**config.mk**
```make
export PLATFORM = sky130hd
export DESIGN_NAME = lcag_ram
export DESIGN_NICKNAME = d
export VERILOG_FILES = /design/src/rtl/core/life_cellular_automaton_grid_core_defines.svh /design/src/rtl/core/lcag_ram.sv
export SDC_FILE = /design/constraint.sdc
export NUM_CORES = 1
export LEC_CHECK = 0
export ABC_AREA = 1
export BUFFER_PORTS_ARGS = -buffer_cell sky130_fd_sc_hd__buf_2
export CAP_MARGIN = 15
export CORE_ASPECT_RATIO = 1.2
export CORE_MARGIN = 2
export CORE_UTILIZATION = 60
export CTS_CLUSTER_DIAMETER = 100
export CTS_CLUSTER_SIZE = 14
export DETAILED_ROUTE_END_ITERATION = 16
export PLACE_DENSITY = 0.83
export SLEW_MARGIN = 40
export SYNTH_ARGS = -nofsm -noshare
export SYNTH_HDL_FRONTEND = slang
export SYNTH_SLANG_ARGS = --single-unit
```
**constraint.sdc**
```tcl
create_clock -name clk -period 1.9 [get_ports clk]
set_clock_uncertainty 0.1 [all_clocks]
set_input_delay 0.285 -clock clk [delete_from_list [all_inputs] [get_ports clk]]
set_output_delay 0.285 -clock clk [all_outputs]
set_load 0.005 [all_outputs]
```
**src/rtl/core/life_cellular_automaton_grid_core_defines.svh**
```systemverilog
// Assertion macros for the life grid core.
// Depends on a clk and an active-low arst_n in the scope that uses them.
`ifndef LIFE_CELLULAR_AUTOMATON_GRID_CORE_DEFINES_SVH
`define LIFE_CELLULAR_AUTOMATON_GRID_CORE_DEFINES_SVH

// same-cycle implication, disabled while reset is applied
`define LCAG_ASSERT_NOW(lbl, ante, cons, msg) \
	lbl: assert property (@(posedge clk) disable iff (!arst_n) (ante) |-> (cons)) \
		else $error(msg);

// next-cycle implication, disabled while reset is applied
`define LCAG_ASSERT_NEXT(lbl, ante, cons, msg) \
	lbl: assert property (@(posedge clk) disable iff (!arst_n) (ante) |=> (cons)) \
		else $error(msg);

`endif

```
**src/rtl/core/lcag_ram.sv**
```systemverilog
// Generic single-write, single-read RAM with registered read data.
// No dependencies.
`default_nettype none

module lcag_ram #(
	parameter int WIDTH = 8,
	parameter int DEPTH = 16
) (
	input  wire logic                     clk,
	input  wire logic                     we,
	input  wire logic [$clog2(DEPTH)-1:0] waddr,
	input  wire logic [WIDTH-1:0]         wdata,
	input  wire logic                     re,
	input  wire logic [$clog2(DEPTH)-1:0] raddr,
	output logic      [WIDTH-1:0]         rdata
);

	logic [WIDTH-1:0] mem_q [DEPTH];

	// write port
	always_ff @(posedge clk) begin
		if (we) begin
			mem_q[waddr] <= wdata;
		end
	end

	// registered read port
	always_ff @(posedge clk) begin
		if (re) begin
			rdata <= mem_q[raddr];
		end
	end

endmodule

`default_nettype wire

```
==> flow_summary.json <==
{
  "die-area_um2": 10550,
  "post_synthesis_instance_area_um2": 5847,
  "worst_path_max_delay_cell": "sky130_fd_sc_hd__edfxtp_1",
  "final_global_route_overflow_total": 0,
  "synth-edff-count": 136,
  "antenna_cells_inserted": 0,
  "place_congestion": 0.9041,
  "total_track_usage": 0.2702,
  "horizontal_die_dimension_um": 94.12,
  "pin_count_of_the_biggest_net_entering_global_routing": 42,
  "multi_input_area_um2": 1214,
  "fp-row-count": 39,
  "synth_nets": 570,
  "arrival_ps": 940,
  "post-place-cells": 700,
  "detailed_place_hpwl_um": 8192,
  "detail_route.iter0.violations": 517,
  "ys_seq_elements": 136,
  "timing_worst_setup_path_type": "reg -> out",
  "setup.worst_path.start_class": "flip-flop",
  "postSynthCellCount": 551,
  "number_of_global_route_vias_before_repair": 4066,
  "max_stage_delay_ps": 380,
  "fin_cells": 732,
  "ys_async_sr_fraction": 0,
  "regArea_um2": 4084,
  "cts-root-to-sink-buffers": 2,
  "synth_top_cell_by_area": "sky130_fd_sc_hd__edfxtp_1",
  "post-route-min-period_ps": 1322,
  "slew_headroom": 0.5823,
  "crit_fanout": 1,
  "crit_end_element": "output pin",
  "vias": 4119,
  "final-max-slew-violation-count": 0,
  "cap_viol_max_count": 0,
  "tritoncts.num_buffers": 17,
  "first_pass_grt_wire_length_um": 20830,
  "synth-main-ff-cell": "sky130_fd_sc_hd__edfxtp_1",
  "port_buffers": 26,
  "synth_top_area_frac": 0.6985,
  "final_layout_size_suffix_gt1_frac": 0.1232,
  "timing.setup.tns_ps": 0,
  "numClockSinks": 136,
  "worst_setup_hold_path_clk_slew_ps": 60,
  "drt.antenna.violating_nets": 0,
  "postRouteWirelength_um": 13230,
  "final_hold_vios": 0,
  "coreArea_um2": 9515,
  "yosys.cell_count.top_type": "sky130_fd_sc_hd__nand2_1",
  "drt_drc_violations_left": 0,
  "power.density_cell_area_nw_per_um2": 1017,
  "worst-slew-pin-transition_ps": 625.6,
  "timing.final.setup_violations": 0,
  "avgViaCountPerCell": 5.627,
  "starting_density_of_the_core": 0.6145,
  "timing.critical_path.cells": "buf_2",
  "initial_antenna_violation_count": 0,
  "setup_repair_bufs_after_cts": 0,
  "fmaxAchievable_mhz": 756.4,
  "layout-area-overhead-vs-synth_pct": 15.04,
  "nFillCells": 641,
  "synth-seq-area-share": 0.6985,
  "rsz0062_at_grt": "no",
  "detailedRoute.firstPassIterationCount": 5,
  "post-route-period-util": 0.6958,
  "finalNetCount": 615,
  "tritoncts": "built",
  "yosys.cell_types.count": 11,
  "total_power_uw": 6840,
  "yosys_warnings": 0,
  "vdd.ir_drop.worst_mv": 0.7499,
  "number_of_h_tree_levels": 4,
  "critical-path-top-delay-family": "flip-flops",
  "cts_resized": 0,
  "ctsRootBufferMaster": "sky130_fd_sc_hd__clkbuf_16",
  "power.static_leakage_uw": 0.002928,
  "syn_avg_cell_area_um2": 10.61,
  "min-delay-path-class": "in -> reg",
  "routed_wire_length_per_instance_um": 18.08,
  "cp.buffers_inverters": 1,
  "cp.required_ps": 1510,
  "ys_top_cells_by_count": "173 x sky130_fd_sc_hd__nand2_1, 136 x sky130_fd_sc_hd__edfxtp_1, 100 x sky130_fd_sc_hd__inv_1",
  "fp.dieH_um": 112.1,
  "synth_top_cells_by_area": "sky130_fd_sc_hd__edfxtp_1 70%, sky130_fd_sc_hd__nand2_1 11%, sky130_fd_sc_hd__nand3_1 8.3%, sky130_fd_sc_hd__inv_1 6.4%, sky130_fd_sc_hd__buf_6 1.2%",
  "outcome": "finished clean",
  "pin_count": 27,
  "ctsHoldBuffers": 0,
  "clk_latency_ps": 410
}
worst register-to-register path: stages (launching register included):
cell and delay (ps):
sky130_fd_sc_hd__edfxtp_1 370, sky130_fd_sc_hd__inv_1 70, sky130_fd_sc_hd__nand2_1 50, sky130_fd_sc_hd__nand3_1 100, sky130_fd_sc_hd__nand3_1 140, sky130_fd_sc_hd__nand3_1 130, sky130_fd_sc_hd__nand2_1 60
sequential cells by signal, summed over array words and instances, names as in the netlist:
register and cells:
rdata 8, mem_q 128
cells in the final DEF (no fill, tap or decap):
cell                         synthesis  routed
sky130_fd_sc_hd__buf_12              0       3
sky130_fd_sc_hd__buf_2              13      26
sky130_fd_sc_hd__buf_4               4      21
sky130_fd_sc_hd__bufinv_16           0       2
sky130_fd_sc_hd__clkbuf_1            0       2
sky130_fd_sc_hd__clkbuf_16           0      17
sky130_fd_sc_hd__clkinv_1            0       7
sky130_fd_sc_hd__clkinv_2            0       2
sky130_fd_sc_hd__clkinvlp_4          0       2
sky130_fd_sc_hd__edfxtp_1          136     136
sky130_fd_sc_hd__inv_1             100     100
sky130_fd_sc_hd__inv_2               2       2
sky130_fd_sc_hd__nand2_1           173     173
sky130_fd_sc_hd__nand3_1            97      97
sky130_fd_sc_hd__nand3b_1            2       2
sky130_fd_sc_hd__nor2_1             17      17
area by class of cell:
type	count	area share
Sequential cell	136	0.6071
Multi-Input combinational cell	289	0.1804
Clock buffer	19	0.06436
Inverter	102	0.05692
Timing Repair Buffer	50	0.05171
Tap cell	123	0.02288
Clock inverter	13	0.01656
path summary, 6_finish.rpt:
kind                          start            endpoint  slack [ps]  cells past startpoint
max              rdata[3]$_DFFE_PP_            rdata[3]         580                      1
min                              re  rdata[2]$_DFFE_PP_         130                      1
max reg2reg   mem_q[5][0]$_DFFE_PP_  rdata[0]$_DFFE_PP_         640                      6
min reg2reg  mem_q[13][6]$_DFFE_PP_  rdata[6]$_DFFE_PP_         680                      6
stage by stage:
stage,util,setup slack (ps),hold WS [ps],cell area [um2]
global placement,0.6497,252.8,545.1,6182
floorplan,-,564.2,283.9,5847
global route,0.7069,536.5,126.1,6726
finish,0.7069,578.0,128.7,6726
CTS,0.7069,563.1,116.3,6726
detailed placement,0.6497,264.9,551.3,6182
kinds of logic after synthesis:
| family | after synthesis | synth area share |
|---|---|---|
| buffers and inverters | 126 | 0.09394 |
| DFF | 136 | 0.6985 |
| and+or+nand+nor | 289 | 0.2076 |
where the power goes:
group,internal (uW),switching (uW),total (uW)
sequential,3380,18.6,3400
clock,1890,1130,3020
combinational,126,290,416
per-layer routing:
layer / wire (um) / global-route usage
met1: 4966 / 0.3503
met2: 6753 / 0.4338
met3: 1099 / 0.05973
met4: 415 / 0.1314
met5: 0 / 0
Note: power is estimated with default switching activity, not from simulation.
