--- config.mk ---
export PLATFORM = sky130hd
export DESIGN_NAME = lcag_cell
export DESIGN_NICKNAME = d
export VERILOG_FILES = /design/src/rtl/core/life_cellular_automaton_grid_core_defines.svh /design/src/rtl/core/lcag_pkg.sv /design/src/rtl/core/lcag_cell.sv
export SDC_FILE = /design/constraint.sdc
export NUM_CORES = 1
export LEC_CHECK = 0
export BUFFER_PORTS_ARGS = -buffer_cell sky130_fd_sc_hd__buf_4
export CAP_MARGIN = 10
export CORE_AREA = 5 5 42 44
export CTS_CLUSTER_DIAMETER = 200
export DETAILED_ROUTE_END_ITERATION = 10
export DIE_AREA = 0 0 47 49
export GPL_TIMING_DRIVEN = 0
export HOLD_SLACK_MARGIN = 0.08
export MAX_ROUTING_LAYER = met4
export SLEW_MARGIN = 10
export SYNTH_ARGS = -nofsm -noshare
export SYNTH_HDL_FRONTEND = slang
export SYNTH_SLANG_ARGS = --single-unit
--- constraint.sdc ---
create_clock -name clk -period 10.4 [get_ports clk]
set_clock_uncertainty 0.1 [all_clocks]
set_input_delay 1.04 -clock clk [delete_from_list [all_inputs] [get_ports clk]]
set_output_delay 1.04 -clock clk [all_outputs]
set_load 0.005 [all_outputs]
--- src/rtl/core/life_cellular_automaton_grid_core_defines.svh ---
// Assertion macros for the life grid core.
// Depends on a clk and an active-low arst_n in the scope that uses them.
`ifndef LIFE_CELLULAR_AUTOMATON_GRID_CORE_DEFINES_SVH
`define LIFE_CELLULAR_AUTOMATON_GRID_CORE_DEFINES_SVH

// same-cycle implication, disabled while reset is applied
`define LCAG_ASSERT_NOW(lbl, ante, cons, msg) \
	lbl: assert property (@(posedge clk) disable iff (!arst_n) (ante) |-> (cons)) \
		else $error(msg);

// next-cycle implication, disabled while reset is applied
`define LCAG_ASSERT_NEXT(lbl, ante, cons, msg) \
	lbl: assert property (@(posedge clk) disable iff (!arst_n) (ante) |=> (cons)) \
		else $error(msg);

`endif

--- src/rtl/core/lcag_pkg.sv ---
// Shared types and constants for the life grid core.
// No dependencies; imported by the core and by lcag_cell.
`default_nettype none

package lcag_pkg;

	// grid geometry
	localparam int MAX_COLS = 128;
	localparam int MAX_ROWS = 128;
	localparam int ROW_AW   = $clog2(MAX_ROWS);
	localparam int COORD_W  = 7;
	localparam int CFG_W    = 8;
	localparam int CFG_IW   = 1;
	localparam int ACT_W    = 3;
	localparam int CNT_W    = 4;

	// register indexes
	localparam logic [CFG_IW-1:0] REG_COLS = 1'd0;
	localparam logic [CFG_IW-1:0] REG_ROWS = 1'd1;

	// reset values of the registers
	localparam logic [CFG_W-1:0] COLS_RESET = 8'd100;
	localparam logic [CFG_W-1:0] ROWS_RESET = 8'd100;

	// command codes
	localparam logic [ACT_W-1:0] ACT_SET     = 3'd0;
	localparam logic [ACT_W-1:0] ACT_CLEAR   = 3'd1;
	localparam logic [ACT_W-1:0] ACT_TOGGLE  = 3'd2;
	localparam logic [ACT_W-1:0] ACT_READ    = 3'd3;
	localparam logic [ACT_W-1:0] ACT_ADVANCE = 3'd4;
	localparam logic [ACT_W-1:0] ACT_WIPE    = 3'd5;

	// B3/S23 neighbour counts
	localparam logic [CNT_W-1:0] BIRTH_COUNT = 4'd3;
	localparam logic [CNT_W-1:0] KEEP_COUNT  = 4'd2;

	// one column of the three-row window
	typedef struct packed {
		logic top;
		logic mid;
		logic bot;
	} win_t;

	// control of the cell chain
	typedef struct packed {
		logic clear;
		logic shift;
	} cell_ctl_t;

endpackage

`default_nettype wire

--- src/rtl/core/lcag_cell.sv ---
// One column cell of the generation chain: holds two window rows of its column
// and applies B3/S23 from its neighbours' bits. Depends on lcag_pkg.
`default_nettype none

module lcag_cell
	import lcag_pkg::*;
(
	input  wire logic      clk,
	input  wire cell_ctl_t ctl,
	input  wire logic      bot_raw,
	input  wire logic      active,
	input  wire win_t      left,
	input  wire win_t      right,
	output win_t           own,
	output logic           next_bit
);

	logic             top_q;
	logic             mid_q;
	logic [CNT_W-1:0] count;

	// advance the window one row down, or empty it before a sweep
	always_ff @(posedge clk) begin
		if (ctl.clear) begin
			top_q <= 1'b0;
			mid_q <= 1'b0;
		end else if (ctl.shift) begin
			top_q <= mid_q;
			mid_q <= bot_raw;
		end
	end

	// columns outside the grid in use look dead to everybody
	assign own = '{top: top_q & active, mid: mid_q & active, bot: bot_raw & active};

	// count the eight neighbours
	assign count = CNT_W'(left.top) + CNT_W'(left.mid) + CNT_W'(left.bot)
		+ CNT_W'(right.top) + CNT_W'(right.mid) + CNT_W'(right.bot)
		+ CNT_W'(own.top) + CNT_W'(own.bot);

	// apply the rule; keep the stored bit where the column is not in use
	always_comb begin
		if (!active) begin
			next_bit = mid_q;
		end else if (count == BIRTH_COUNT) begin
			next_bit = 1'b1;
		end else if (count == KEEP_COUNT) begin
			next_bit = mid_q;
		end else begin
			next_bit = 1'b0;
		end
	end

endmodule

`default_nettype wire
==> reports/summary.txt <==
Gr usage total -> 0.0594
Fin util -> 0.303
DP HPWL -> 469 um
Arrival time at the worst endpoint -> 4.01 ns
Longest Clk Path Bufs -> 2
Fmax -> 0.194 GHz
DRC -> 0
Post-synth top area share -> 0.290
Ant. Diodes -> 0
Worst vdd ir -> 23.8 uV
Vias per Instance -> 3.82
DRT Pass-1 Iters -> 4
Unique cell type count in the Yosys netlist -> 13
Worst Setup End Kind -> primary output
Die extent in x -> 47 um
Post-CTS Setup Bufs -> 0
Yosys warnings -> 0
Global route overflow -> 0
First-pass GRT wire length -> 924 um
Port Buffers -> 14
Synth cell count leaders -> inv_1 (11), fa_1 (4), ha_1 (3)
Crit path max fanout -> 2
Pre-CTS WS -> 5.23 ns
P&R area growth vs syn -> 53.4%
Max-cap violations -> 0
Number of cell rows -> 14
Synth Flop Type -> dfxtp_1
CTS hold repair buffers -> 0
Synth area leader -> fa_1
Vias in the first global route -> 256
Post-route setup slack -> 5.25 ns
Yosys reg bits -> 2
Routed len/inst -> 8.02 um
Synth area leaders -> fa_1 (29%), inv_1 (15%), dfxtp_1 (14%)
Post-synthesis cell count -> 32
Total CTS buffers -> 3
Period utilization -> 0.495
Status -> finished clean
TNS Setup -> 0 ns
Clock transition at path regs -> 0.03 ns
CTS tree -> yes
CP required -> 9.26 ns
Hold Vio Cnt, Final -> 0
Chip height -> 49 um
Post-route cell area -> 424 sq um
Crit path time final -> 5.15 ns
Setup CP Type -> in2out
Leakage -> 0.253 nW
Detail Route Antenna Nets -> 0
Placed cell count -> 62
Power Dens Cells -> 110 nW/um^2
Most instantiated library cell after synthesis -> inv_1
Dpl cell area -> 402 sq um
Syn_nets -> 50
Cell Area, Synth -> 277 sq um
Final setup violation count -> 0
Initial antenna violation count -> 0
Post-synth ARST share -> 0
Final GP Congestion -> 0.688
Layout cell share with drive strength beyond 1 -> 0.347
Final cell count without fillers -> 65
Pins Over Slew Limit -> 0
Routed wire length -> 521 um
Htree depth -> 1
RSZ-0062 raised after global routing -> no
Starting density of the core -> 0.197
Post-layout net count -> 69
Root buf cell -> clkbuf_4
PostCTS Resize Cnt -> 0
Worst Setup Start Kind -> input pin
Hold Slack -> 0.399 ns
Slew @ Worst Pin -> 0.142 ns
Post-synth EDFFs -> 0
DR iter-0 viols -> 1
I/O pin cnt -> 15
Area of the die -> 2300 sq um
Post-synthesis sequential area ratio -> 0.145
Largest net degree at the start of global routing -> 6
Clock sinks -> 2
Total power -> 46.7 uW
Hold Path Class -> reg2reg
Total number of vias -> 248
Std-Cell Core Area -> 1400 sq um
Avg Inst Size Synth -> 8.64 sq um
Fill cells -> 159
Worst skew pair latency -> 0.22 ns
Rel. slew slack -> 0.903
[logic make-up (layout without fill, tap and decap cells)]
| kind of cell | count (synthesis) | count (layout) | share of synthesized area |
|---|---|---|---|
| AND/OR/NAND/NOR | 7 | 7 | 0.140 |
| AO/OA/AOI/OAI | 3 | 3 | 0.0679 |
| adder cells (fa/ha/maj) | 7 | 7 | 0.425 |
| buffers and inverters | 11 | 28 | 0.149 |
| flip-flops | 2 | 2 | 0.145 |
| multiplexers | 2 | 2 | 0.0724 |
[metal layers]
layer / GRT usage / routed length [um] / vias to the layer above
met5: - / 0 / -
met4: 0.0691 / 0 / 0
met3: 0.0148 / 73 / 0
met2: 0.0656 / 235 / 12
met1: 0.0754 / 213 / 105
li1: - / - / 131
[cells in the final DEF, fill, tap and decap left out, drive strengths merged]
cell type  count
a21oi          1
nand2          2
mux2i          2
or3b           1
dfxtp          2
buf           14
nor2           2
inv           11
clkbuf         3
ha             3
a21o           1
a31oi          1
and2           1
nand4b         1
fa             4
[registers in the layout, summed over array words and instances, names as in the netlist]
| name | cells |
|---|---|
| mid_q | 1 |
| top_q | 1 |
[worst paths after layout]
check	endpoint	depth (start not counted)	slack, ns	startpoint
setup / recovery	next_bit	11	5.25	left[0]
setup reg to reg	top_q	2	9.66	mid_q
hold / removal	top_q	2	0.40	top_q
hold reg to reg	top_q	2	0.40	top_q
[cell type report]
cell class / instances / area, sq um / share of cell area
clock buffers: 3 / 22.5 / 0.0531
inverters: 11 / 41.3 / 0.0973
multi-input cells: 19 / 195 / 0.460
flip-flops and latches: 2 / 40.0 / 0.0944
well taps: 16 / 20.0 / 0.0472
repair buffers: 14 / 105 / 0.248
[worst max-delay path, cell delays in order]
cell and delay (ns):
buf_4 0.08, inv_1 0.04, fa_1 0.55, fa_1 0.43, fa_1 0.49, inv_1 0.04
ha_1 0.20, fa_1 0.49, or3b_1 0.35, a31oi_1 0.18, buf_4 0.13
[report_power, final]
group	total, mW	switching (mW)	leakage [nW]	internal (mW)
clock	0.0169	0.00423	0.0138	0.0127
sequential	0.00836	0.000257	0.0164	0.00810
combinational	0.0214	0.00948	0.223	0.0119
total	0.0467	0.0140	0.253	0.0327
Note: power is estimated with default switching activity, not from simulation.
